`src/rtl/core/onrq_pkg.sv`:
```
// shared types and constants for the overwrite-newest ring queue
`timescale 1ns / 1ps

package onrq_pkg;

  localparam int MODE_BITS  = 2;
  localparam int FIELD_BITS = 32;
  localparam int OCC_BITS   = 4;

  typedef enum logic [MODE_BITS-1:0] {
    MODE_PUSH  = 2'd0,
    MODE_POP   = 2'd1,
    MODE_CLEAR = 2'd2
  } mode_t;

  // per-cell control, driven by the queue controller
  typedef struct packed {
    logic shift;
    logic write;
  } cell_ctrl_t;

endpackage

```
`src/rtl/core/onrq_req_if.sv`:
```
// request channel: queue operation and entry to store
`timescale 1ns / 1ps

interface onrq_req_if;
  logic                             valid;
  logic                             ready;
  logic [onrq_pkg::MODE_BITS-1:0]   mode;
  logic [onrq_pkg::FIELD_BITS-1:0]  entry_data;

  modport source (output valid, output mode, output entry_data, input ready);
  modport sink   (input valid, input mode, input entry_data, output ready);
endinterface

```
`src/rtl/core/onrq_rsp_if.sv`:
```
// response channel: popped entry, overwrite flag and occupancy
`timescale 1ns / 1ps

interface onrq_rsp_if;
  logic                             valid;
  logic                             ready;
  logic                             popped_valid;
  logic [onrq_pkg::FIELD_BITS-1:0]  popped_data;
  logic                             overwrote_newest;
  logic [onrq_pkg::OCC_BITS-1:0]    occupancy;

  modport source (output valid, output popped_valid, output popped_data,
                  output overwrote_newest, output occupancy, input ready);
  modport sink   (input valid, input popped_valid, input popped_data,
                  input overwrote_newest, input occupancy, output ready);
endinterface

```
`src/rtl/core/overwrite_newest_ring_queue.sv`:
```
// top level of the overwrite-newest queue: controller, cell chain, response register
`timescale 1ns / 1ps

// usage
// - req channel carries mode (push, pop, clear to newest) and entry_data;
//   rsp channel returns popped_valid, popped_data, overwrote_newest and
//   occupancy, exactly one response per request transfer
// - holds up to DEPTH-1 entries in a chain of cells, oldest in cell 0;
//   a pop takes cell 0 and every cell below the top loads from its upper neighbor
// - a push into a full queue replaces the newest entry and flags it
// - clear keeps only the newest entry, taken from a shadow register
//   of the last pushed value
// - response valid in the cycle after the request transfer
// - throughput: one request per cycle while rsp.ready is high, set by the single
//   response register; every operation updates the chain and count at its transfer
// - receiver stall: req.ready follows rsp.ready while a response waits,
//   so the queue state never runs ahead of the responses
// - reset clears the count and the response valid; cell contents are
//   left as they are and are never read before a push writes them

module overwrite_newest_ring_queue #(
  parameter int DEPTH      = 16,
  parameter int ENTRY_BITS = 32
) (
  input  logic              clk,
  input  logic              rst,
  onrq_req_if.sink          req,
  onrq_rsp_if.source        rsp
);

  localparam int CW    = (DEPTH > 2) ? $clog2(DEPTH) : 1;
  localparam int CELLS = DEPTH - 1;

  // occupancy count, 0 to DEPTH-1
  logic [CW-1:0]         count;
  logic [CW-1:0]         count_next;
  // copy of the newest entry for clear
  logic [ENTRY_BITS-1:0] newest;

  logic [ENTRY_BITS-1:0] cell_data [CELLS];
  logic [ENTRY_BITS-1:0] entry_in;
  logic [ENTRY_BITS-1:0] cell_wdata;

  logic                  accept;
  logic                  full;
  onrq_pkg::mode_t       op;

  // chain control decoded per operation
  logic                  do_shift;
  logic                  do_write;
  logic [CW-1:0]         wr_idx;

  // response fields for this transfer
  logic                  pv;
  logic [onrq_pkg::FIELD_BITS-1:0] pd;
  logic                  ow;

  assign accept    = req.valid && req.ready;
  assign req.ready = !rsp.valid || rsp.ready;
  assign op        = onrq_pkg::mode_t'(req.mode);
  assign full      = (count == CW'(DEPTH - 1));
  assign entry_in  = ENTRY_BITS'(req.entry_data);

  // clear reloads cell 0 from the shadow of the newest entry
  assign cell_wdata = (op == onrq_pkg::MODE_CLEAR) ? newest : entry_in;

  always_comb begin
    count_next = count;
    do_shift   = 1'b0;
    do_write   = 1'b0;
    wr_idx     = '0;
    pv         = 1'b0;
    pd         = '0;
    ow         = 1'b0;
    case (op)
      onrq_pkg::MODE_PUSH: begin
        do_write = 1'b1;
        if (!full) begin
          wr_idx     = count;
          count_next = count + CW'(1);
        end else begin
          // full: overwrite the newest entry in place
          wr_idx = count - CW'(1);
          ow     = 1'b1;
        end
      end
      onrq_pkg::MODE_POP: begin
        if (count != '0) begin
          pv         = 1'b1;
          pd         = onrq_pkg::FIELD_BITS'(cell_data[0]);
          do_shift   = 1'b1;
          count_next = count - CW'(1);
        end
      end
      onrq_pkg::MODE_CLEAR: begin
        if (count > CW'(1)) begin
          do_write   = 1'b1;
          wr_idx     = '0;
          count_next = CW'(1);
        end
      end
      default: begin
        // unused code: no change
      end
    endcase
  end

  // cell chain
  for (genvar i = 0; i < CELLS; i++) begin : g_cell
    onrq_pkg::cell_ctrl_t  ctrl;
    logic [ENTRY_BITS-1:0] upper;

    assign ctrl.shift = accept && do_shift;
    assign ctrl.write = accept && do_write && (wr_idx == CW'(i));

    if (i == CELLS - 1) begin : g_top
      assign upper = cell_data[i];
    end else begin : g_mid
      assign upper = cell_data[i + 1];
    end

    onrq_cell #(
      .ENTRY_BITS (ENTRY_BITS)
    ) u_cell (
      .clk   (clk),
      .ctrl  (ctrl),
      .upper (upper),
      .wdata (cell_wdata),
      .data  (cell_data[i])
    );
  end

  // count and response valid
  always_ff @(posedge clk) begin
    if (rst) begin
      count     <= '0;
      rsp.valid <= 1'b0;
    end else begin
      if (accept) begin
        count <= count_next;
      end
      if (accept) begin
        rsp.valid <= 1'b1;
      end else if (rsp.ready) begin
        rsp.valid <= 1'b0;
      end
    end
  end

  // payload registers
  always_ff @(posedge clk) begin
    if (accept && op == onrq_pkg::MODE_PUSH) begin
      newest <= entry_in;
    end
    if (accept) begin
      rsp.popped_valid     <= pv;
      rsp.popped_data      <= pd;
      rsp.overwrote_newest <= ow;
      rsp.occupancy        <= onrq_pkg::OCC_BITS'(count_next);
    end
  end

endmodule

```
`src/rtl/core/onrq_cell.sv`:
```
// one storage cell of the queue chain: load, take from upper neighbor, or hold
`timescale 1ns / 1ps

module onrq_cell #(
  parameter int ENTRY_BITS = 32
) (
  input  logic                   clk,
  input  onrq_pkg::cell_ctrl_t   ctrl,
  input  logic [ENTRY_BITS-1:0]  upper,
  input  logic [ENTRY_BITS-1:0]  wdata,
  output logic [ENTRY_BITS-1:0]  data
);

  always_ff @(posedge clk) begin
    if (ctrl.write) begin
      data <= wdata;
    end else if (ctrl.shift) begin
      data <= upper;
    end
  end

endmodule
```
`src/flat_wrapper.sv`:
```
// flat-port wrapper written by rule: the top's interface ports become plain ports
module overwrite_newest_ring_queue_flat 
#(
  parameter int DEPTH      = 16,
  parameter int ENTRY_BITS = 32
)
  (clk, rst, req_valid, req_mode, req_entry_data, req_ready, rsp_valid, rsp_popped_valid, rsp_popped_data, rsp_overwrote_newest, rsp_occupancy, rsp_ready);
  onrq_req_if req_i ();
  onrq_rsp_if rsp_i ();
  input  logic clk;
  input  logic rst;
  input wire logic [$bits(req_i.valid)-1:0] req_valid;
  input wire logic [$bits(req_i.mode)-1:0] req_mode;
  input wire logic [$bits(req_i.entry_data)-1:0] req_entry_data;
  output wire logic [$bits(req_i.ready)-1:0] req_ready;
  output wire logic [$bits(rsp_i.valid)-1:0] rsp_valid;
  output wire logic [$bits(rsp_i.popped_valid)-1:0] rsp_popped_valid;
  output wire logic [$bits(rsp_i.popped_data)-1:0] rsp_popped_data;
  output wire logic [$bits(rsp_i.overwrote_newest)-1:0] rsp_overwrote_newest;
  output wire logic [$bits(rsp_i.occupancy)-1:0] rsp_occupancy;
  input wire logic [$bits(rsp_i.ready)-1:0] rsp_ready;
  assign req_i.valid = req_valid;
  assign req_i.mode = req_mode;
  assign req_i.entry_data = req_entry_data;
  assign req_ready = req_i.ready;
  assign rsp_valid = rsp_i.valid;
  assign rsp_popped_valid = rsp_i.popped_valid;
  assign rsp_popped_data = rsp_i.popped_data;
  assign rsp_overwrote_newest = rsp_i.overwrote_newest;
  assign rsp_occupancy = rsp_i.occupancy;
  assign rsp_i.ready = rsp_ready;
  overwrite_newest_ring_queue #(.DEPTH(DEPTH), .ENTRY_BITS(ENTRY_BITS)) u_core (.clk(clk), .rst(rst), .req(req_i), .rsp(rsp_i));
endmodule
```
`config.mk`:
```
export PLATFORM = sky130hd
export DESIGN_NAME = overwrite_newest_ring_queue_flat
export DESIGN_NICKNAME = d
export VERILOG_FILES = /design/src/rtl/core/onrq_pkg.sv /design/src/rtl/core/onrq_req_if.sv /design/src/rtl/core/onrq_rsp_if.sv /design/src/rtl/core/overwrite_newest_ring_queue.sv /design/src/rtl/core/onrq_cell.sv /design/src/flat_wrapper.sv
export SDC_FILE = /design/constraint.sdc
export NUM_CORES = 1
export LEC_CHECK = 0
export ABC_AREA = 1
export BUFFER_PORTS_ARGS = -buffer_cell sky130_fd_sc_hd__buf_2
export CAP_MARGIN = 20
export CORE_ASPECT_RATIO = 0.75
export CORE_MARGIN = 10
export CORE_UTILIZATION = 30
export CTS_CLUSTER_SIZE = 12
export DETAILED_ROUTE_END_ITERATION = 12
export PLACE_DENSITY = 0.51
export SYNTH_ARGS = -nofsm -noshare
export SYNTH_HDL_FRONTEND = slang
export SYNTH_HIERARCHICAL = 1
export SYNTH_SLANG_ARGS = --single-unit
```
`constraint.sdc`:
```
create_clock -name clk -period 4.55 [get_ports clk]
set_clock_uncertainty 0.05 [all_clocks]
set_input_delay 0.2275 -clock clk [delete_from_list [all_inputs] [get_ports clk]]
set_output_delay 0.2275 -clock clk [all_outputs]
set_load 0.01 [all_outputs]
```
== Word-level counts from Yosys, hierarchy flattened ==
Index checks and enable logic that the tools add are counted.
Word-level totals
  output and inout bits: 40
  register bits after elaboration: 555
  bits of input ports: 38
Cells by class
  reductions and logical operators: 40
  magnitude comparators: 1
  equal/unequal tests: 17
  muxes and demuxes: 42
  add/sub/neg operators: 2
Operators with widths (number)
  two-way mux 32 bit: 29
  == test 4 bit (second input constant): 8
  nonzero test 2 bit: 15
  two-way mux 4 bit: 5
  logical AND 1 bit: 19
  == test 4 x 3 -> 1 bit (second input constant): 4
  case mux 4 bit (3 select lines): 1
  == test 4 x 2 -> 1 bit (second input constant): 2
  two-way mux 1 bit: 6
  adder 4 x 1 -> 4 bit (second input constant): 1
  == test 4 x 1 -> 1 bit (second input constant): 1
  greater-than comparator 4 x 1 -> 1 bit (second input constant): 1
  zero test 4 bit: 1
  nonzero test 4 bit: 1
  subtractor 4 x 1 -> 4 bit (second input constant): 1
  == test 2 x 1 -> 1 bit (second input constant): 1
  == test 2 bit (second input constant): 1
  zero test 2 bit: 1
  case mux 1 bit (2 select lines): 1
  AND reduction 2 bit: 1
  zero test 1 bit: 1
  logical OR 1 bit: 1

== Logic depth before layout (Yosys ltp) ==
Gate-level depths: netlist of the first run.
  depth in word-level cells: 6
  mapped depth: 14

== By module ==
Netlist of the first run, hierarchy kept.
By module, submodules not included
  onrq_cell: cells an instance 137, instances 15, area each 1401.3 sq um
  overwrite_newest_ring_queue: cells an instance 370, instances 1, area each 3465.8 sq um

== Worst setup path after synthesis of the first run ==
OpenSTA, ideal clock, no wires.
  kind: reg-to-reg
  start point: reg u_core.rsp.valid
  end point: reg u_core.newest[0], enable pin
  stages on the path, launching flop included: 4
  data required time: 4079 ps
  slack: 776 ps
  arrival time: 3303 ps
  buffers on the path: 0
  cell sequence: dfxtp_1 > a21oi_2 > inv_1 > nor2_1
Between the ends
  cells in the longest elaborated chain, start to end: 4
Ends and longest elaborated chain
  start: declaration: RTL line onrq_rsp_if.sv:12  | modport source (output valid, output popped_valid, output popped_data,
  start signal: assignment: RTL line overwrite_newest_ring_queue.sv:137  | rsp.valid <= 1'b0;
  start signal: assignment: RTL line overwrite_newest_ring_queue.sv:143  | rsp.valid <= 1'b1;
  start signal: assignment: RTL line overwrite_newest_ring_queue.sv:145  | rsp.valid <= 1'b0;
  zero test 1 bit: RTL line overwrite_newest_ring_queue.sv:59  | assign req.ready = !rsp.valid || rsp.ready;
  logical OR 1 bit: RTL line overwrite_newest_ring_queue.sv:59
  logical AND 1 bit: RTL line overwrite_newest_ring_queue.sv:58  | assign accept = req.valid && req.ready;
  net u_core.accept: RTL line overwrite_newest_ring_queue.sv:44  | logic accept;
  logical AND 1 bit: RTL line overwrite_newest_ring_queue.sv:152  | if (accept && op == onrq_pkg::MODE_PUSH) begin
  end signal: assignment: RTL line overwrite_newest_ring_queue.sv:153  | newest <= entry_in;
  end: declaration: RTL line overwrite_newest_ring_queue.sv:38  | logic [ENTRY_BITS-1:0] newest;
The timed path passes the listed nets, and every way through them passes these cells.
A chain may end at the register's enable or synchronous reset.

==> results_dict.tcl, run 1 <==
set metrics [dict create \
    synthToLayoutAreaGrowth_pct 12.05 \
    numCtsBuffers 57 \
    synth_area_leaders "edfxtp_1 (67%), nand2_1 (24%), buf_6 (2.8%), buf_4 (1.4%), nor2_1 (1.0%)" \
    dp_hpwl_um 42520 \
    drv_slew 0 \
    arrival_ps 3610 \
    clk_pin_slew_ps 60 \
    hold_depth 3 \
    dp_cells 3465 \
    slew_headroom_pct 25.22 \
    crit_chain "inv_1 -> ha_1 -> inv_1 -> nand2_1 -> nand3_1 -> nand2_1 -> nor2_1 -> nand3_1 -> nor2_2 -> buf_4 -> or2_2" \
    stdcell_count 3595 \
    netlist.area_leader.share_pct 67.45 \
    post-place-ws_ps 1166 \
    grtUsageTotal_pct 13.47 \
    fin_ws_ps 1128 \
    wl_met3_um 4305 \
    p_comb_share_pct 5.9 \
    dieArea_um2 93570 \
    met2_wirelength_um 29900 \
    rr_endpoint "u_core/g_cell[13].u_cell/data[11]" \
    ys_ff_latch 555 \
    drive_above_1_share_pct 8.869 \
    hp-class "in -> reg" \
    rows 90 \
    yosysSeqAreaShare_pct 67.86 \
    r2r_start "u_core/count[0]" \
    numClockSinks 555 \
    drt_pass1_iterations 5 \
    grt_antenna_before_repair 0 \
    numPortBuffers 77 \
    rsz0062_at_grt "no" \
    initial_core_util_pct 30.37 \
    sequentialPowerShare_pct 53.9 \
    grt_first_pass_wirelength_um 98060 \
    netSwitchingFraction_pct 22.81 \
    final_common_cell "nand2_1" \
    fmax_mhz 292.2 \
    p_leak_nw 11.44 \
    layout_min_cycle_time_ps 3422 \
    grt_max_degree 38 \
    syn_area_per_cell_um2 10.10 \
    tritoncts "yes" \
    max-cap-violations 0 \
    synth_area_um2 24490 \
    path_max_fanout 34 \
    status "complete, no violations" \
    r2r_cells 11 \
    fin_hold_ws_ps 47.97 \
    power.switching_mw 2.477 \
    critical_path_class "reg -> reg" \
    p_int_mw 8.383 \
    layout.nets 2546 \
    ir_drop_v 0.0002805 \
    maxUsedRoutingLayer "met4" \
    syn_inst 2425 \
    setup_viol 0 \
    diodes 0 \
    wl_met1_um 28380 \
    synth.yosys.warnings 6 \
    place_area_um2 25340 \
    start_kind "flop" \
    holdPathEnd "u_core/rsp.popped_valid" \
    slowest_delay_ps 690 \
    clockPowerShare_pct 40.2 \
    critPathCaptureType "flop" \
    wl_per_cell_um 17.79 \
    drt_iter0_drc 1756 \
    hold_viol 0 \
    routed_wl_um 63960 \
    fin_util_pct 34.03 \
    postCtsSetupBuffers 0 \
    setup_tns_ps 0 \
    p_total_mw 10.86 \
    syn_nets 2467 \
    layout_common_cells "nand2_1 (1559), edfxtp_1 (550), buf_2 (77)" \
    stdcell_area_um2 27440 \
    routed_via_density 4.614 \
    grt_overflow_total 0 \
    ant_nets 0 \
    h-tree-depth 2 \
    drc 0 \
    grt_pass1_vias 16390 \
    rrSetupSlack_ps 1130 \
    tightest_slew_ps 1119 \
    vias 16590 \
    post-route-period-util_pct 75.22 \
    cts_root_buf "clkbuf_16" \
    yosysTopAreaCell "edfxtp_1" \
    die_h_um 267.4 \
    core_um2 80630 \
    die_x_um 349.9 \
    clock_latency_ps 620 \
    min_from "rsp_ready" \
    cpMaxStageDelayCell "or2_2" \
    clock_path_buffers 3 \
    yosysUniqueCellTypes 25 \
    crit_required_ps 4730 \
    place_congestion 0.8228 \
    power.density_nw_per_um2 395.8 \
    ioPinCount 78 \
]
## sequential cells by signal (all words and copies together), names as in the netlist
| register | count |
|---|---|
| u_core/rsp.overwrote_newest | 1 |
| u_core/rsp.valid | 1 |
| u_core/rsp.occupancy | 4 |
| u_core/rsp.popped_valid | 1 |
| u_core/g_cell.u_cell/data | 480 |
| u_core/rsp.popped_data | 32 |
| u_core/newest | 32 |
| u_core/count | 4 |
## cell families after synthesis
group	after synthesis	synth area share, %
xor gates and xnor gates	1	0.03578
adders and majority gates	4	0.2044
buffers and inverters	184	5.565
and+or+nand+nor	1671	26.12
DFF	555	67.86
AOI/OAI and AO/OA	10	0.2197
## routing by layer
layer,vias to the layer above,GRT usage (%)
li1,7911,-
met1,8049,17.91
met2,519,22.12
met3,107,2.834
met4,0,3.559
met5,-,0
## worst max path at each step
| stage | end | slack [ps] | startpoint | cells after the start |
|---|---|---|---|---|
| detailed placement | u_core/g_cell[13].u_cell/data[17] | 1170 | u_core/count[0] | 11 |
| floorplan | u_core/newest[0] | 780 | u_core/rsp.valid | 3 |
| global placement | u_core/g_cell[13].u_cell/data[9] | 1120 | u_core/count[0] | 11 |
| global route | u_core/g_cell[13].u_cell/data[11] | 830 | u_core/count[0] | 11 |
| finish | u_core/g_cell[13].u_cell/data[11] | 1130 | u_core/count[0] | 11 |
| CTS | u_core/g_cell[13].u_cell/data[11] | 1140 | u_core/count[0] | 11 |
## worst max-delay path: cells and delay by family, from the launching register on
| family | cells | cell delay [ps] |
|---|---|---|
| AND/OR/NAND/NOR | 7 | 1610 |
| flip-flops | 1 | 460 |
| buffers and inverters | 3 | 610 |
| adder cells (fa/ha/maj) | 1 | 270 |
## synth_stat cells
library cell and n:
a21oi_1 2, a21oi_2 1, and2_1 1, and2_4 1
buf_2 3, buf_4 46, buf_6 61, clkbuf_1 6
dfxtp_1 5, edfxtp_1 550, ha_1 4, inv_1 51
inv_2 2, inv_4 15, nand2_1 1559, nand3_1 17
nand3_2 1, nand3_4 1, nand4_1 6, nor2_1 67
nor2_2 2, nor2_8 1, o21ai_0 7, or2_2 15
xor2_1 1
## layout make-up
class                           instances  area [µm²]
Inverter                               68       292.8
Sequential cell                       555       16620
Clock buffer                           71        1521
Timing Repair Buffer                  136       963.4
Tap cell                             1058        1324
Clock inverter                         21       152.6
Multi-Input combinational cell       1686        6568
Fill cell                            8122       53190
## power by group through the flow
stage / sequential, mW / clock [mW] / combinational [mW]
final: 5.85 / 4.36 / 0.646
after global routing: 5.87 / 4.69 / 0.714
after CTS: 5.86 / 4.49 / 0.646
after detailed placement: 5.96 / 0 / 0.618
after global placement: 5.96 / 0 / 0.612
after floorplan: 5.94 / 0 / 0.332
## what timing repair did
item	CTS	global route
endpoints found under the setup margin	0	0
endpoints found under the hold margin	38	0
resized for setup	0	0
hold buffers	35	0
Note: power is estimated with default switching activity, not from simulation.
==> inputs of run 2 (changes only) <==
--- a/config.mk
+++ b/config.mk
@@ -13,7 +13,7 @@
 export CORE_UTILIZATION = 30
 export CTS_CLUSTER_SIZE = 12
 export DETAILED_ROUTE_END_ITERATION = 12
-export PLACE_DENSITY = 0.51
+export PLACE_DENSITY = 0.53
 export SYNTH_ARGS = -nofsm -noshare
 export SYNTH_HDL_FRONTEND = slang
 export SYNTH_HIERARCHICAL = 1
==> constraint.sdc (replaced) <==
create_clock -name clk -period 2.98 [get_ports clk]
set_clock_uncertainty 0.05 [all_clocks]
set_input_delay 0.149 -clock clk [delete_from_list [all_inputs] [get_ports clk]]
set_output_delay 0.149 -clock clk [all_outputs]
set_load 0.01 [all_outputs]
==> run 2 against run 1 <==
  * Fmax grew 24%
  * Sequential cell count did not move
  * Sequential share of layout area decreased by 1.3 points
  * Largest power group unchanged
  * Setup slack lost 910 ps
  * Highest routed layer unchanged
==> results_dict.tcl, run 2 (synthesis gave the netlist of run 1 again) <==
set metrics [dict create \
    layout.nets 2591 \
    ir_drop_v 0.0003977 \
    met2_wirelength_um 18760 \
    drt_iter0_drc 928 \
    arrival_ps 3020 \
    synthToLayoutAreaGrowth_pct 14.48 \
    layout_min_cycle_time_ps 2762 \
    drt_pass1_iterations 5 \
    grt_overflow_total 0 \
    hold_viol 0 \
    core_um2 80630 \
    grt_pass1_vias 14520 \
    regMostFlops "u_core/g_cell.u_cell/data" \
    reg.largest.list "u_core/g_cell.u_cell/data: 480 flops, u_core/newest: 32 flops, u_core/rsp.popped_data: 32 flops" \
    maxUsedRoutingLayer "met4" \
    clock_latency_ps 620 \
    postCtsSetupBuffers 0 \
    grt_first_pass_wirelength_um 77430 \
    p_leak_nw 11.72 \
    fmax_mhz 362.1 \
    grtUsageTotal_pct 10.05 \
    die_h_um 267.4 \
    routed_via_density 4.130 \
    ioPinCount 78 \
    critical_path_class "reg -> reg" \
    slew_headroom_pct 42.98 \
    routed_wl_um 46910 \
    wl_per_cell_um 12.90 \
    numPortBuffers 77 \
    critPathTopFamily "simple AND/OR/NAND/NOR gates" \
    drc 0 \
    setup_tns_ps 0 \
    numClockSinks 555 \
    layout_common_cells "nand2_1 (1559), edfxtp_1 (550), buf_2 (77)" \
    grt_max_degree 41 \
    status "complete, no violations" \
    critPathCaptureType "flop" \
    diodes 0 \
    cts_root_buf "clkbuf_16" \
    slowest_delay_ps 430 \
    drive_above_1_share_pct 10.51 \
    final_common_cell "nand2_1" \
    start_kind "flop" \
    numCtsBuffers 56 \
    path_max_fanout 32 \
    ant_nets 0 \
    drv_slew 0 \
    vias 15020 \
    die_x_um 349.9 \
    grt_antenna_before_repair 0 \
    place_congestion 0.7754 \
    rows 90 \
    worst-path-buf-inv 5 \
    power.density_nw_per_um2 582.1 \
    wl_met1_um 24650 \
    rsz0062_at_grt "no" \
    dp_hpwl_um 34140 \
    clock_path_buffers 3 \
    wl_met3_um 2458 \
    setup_viol 0 \
    tritoncts "yes" \
    clk_pin_slew_ps 60 \
    dieArea_um2 93570 \
    crit_chain "inv_1 -> ha_1 -> inv_1 -> nand2_1 -> nand3_1 -> nand2_1 -> nor2_2 -> buf_4 -> nand3_1 -> nor2_2 -> buf_12 -> or2_2 -> buf_12" \
    p_total_mw 16.32 \
    rrSetupSlack_ps 220 \
    post-route-period-util_pct 92.69 \
    crit_required_ps 3240 \
    cpMaxStageDelayCell "dfxtp_1" \
    hp-class "in -> reg" \
    initial_core_util_pct 30.37 \
    largest_register_ffs 480 \
    tightest_slew_ps 853.2 \
    max-cap-violations 0 \
    h-tree-depth 2 \
]
## run 2: changes by cell type in the layout (fill, tap and decap cells not counted), sizes merged
cell / before / now
clkinv: 16 / 15
dlygate4sd3: 35 / 37
clkinvlp: 2 / 1
clkbuf: 71 / 69
buf: 101 / 145
inv: 69 / 68
## run 2: repair_timing
item / CTS / global route
setup endpoints to repair: 0 / 412
endpoints found under the hold margin: 38 / 0
gates resized for setup: 0 / 8
hold buffers: 37 / 0
## run 2: worst min-delay path: stages
cell and delay [ps]:
buf_2 150, inv_1 70, nor2_1 60, and2_4 180
## run 2: cell type report
type / count / area, µm²
clock buffers: 69 / 1493
clock inverters: 18 / 142.6
fillers: 7992 / 52600
inverters: 68 / 292.8
multi-input cells: 1686 / 6593
flip-flops and latches: 555 / 16620
well taps: 1058 / 1324
repair buffers: 182 / 1570
## run 2: final timing paths
path	endpoint	cells past startpoint	from
worst max register to register	u_core/g_cell[3].u_cell/data[4]	13	u_core/count[1]
worst max-delay path	u_core/g_cell[3].u_cell/data[4]	13	u_core/count[1]
worst min-delay path	u_core/rsp.popped_valid	4	req_mode[0]
worst min register to register	u_core/g_cell[6].u_cell/data[30]	2	u_core/g_cell[7].u_cell/data[30]
## run 2: routing by layer
metal / up-vias / global-route usage [%]
li1: 8008 / -
met1: 6635 / 14.77
met2: 300 / 14.70
met3: 73 / 2.002
met4: 0 / 3.078
met5: - / 0
## run 2: stage by stage
stage	hold slack (ps)	instances	area, µm²	setup slack (ps)	util [%]
3_3_place_gp	293.8	3512	25990	304.4	32.24
2_1_floorplan	168.1	2425	24500	206.4	-
3_5_place_dp	294.3	3512	25990	218.6	32.24
6_report	102.9	3636	28030	218.0	34.77
4_1_cts	43.41	3636	28000	198.9	34.73
5_1_grt	94.60	3636	28030	60.38	34.77
## run 2: where the power goes
part           internal (mW)  switching [mW]
combinational          0.271           0.670
sequential              8.84          0.0690
clock                   3.66            2.81
total                   12.8            3.55
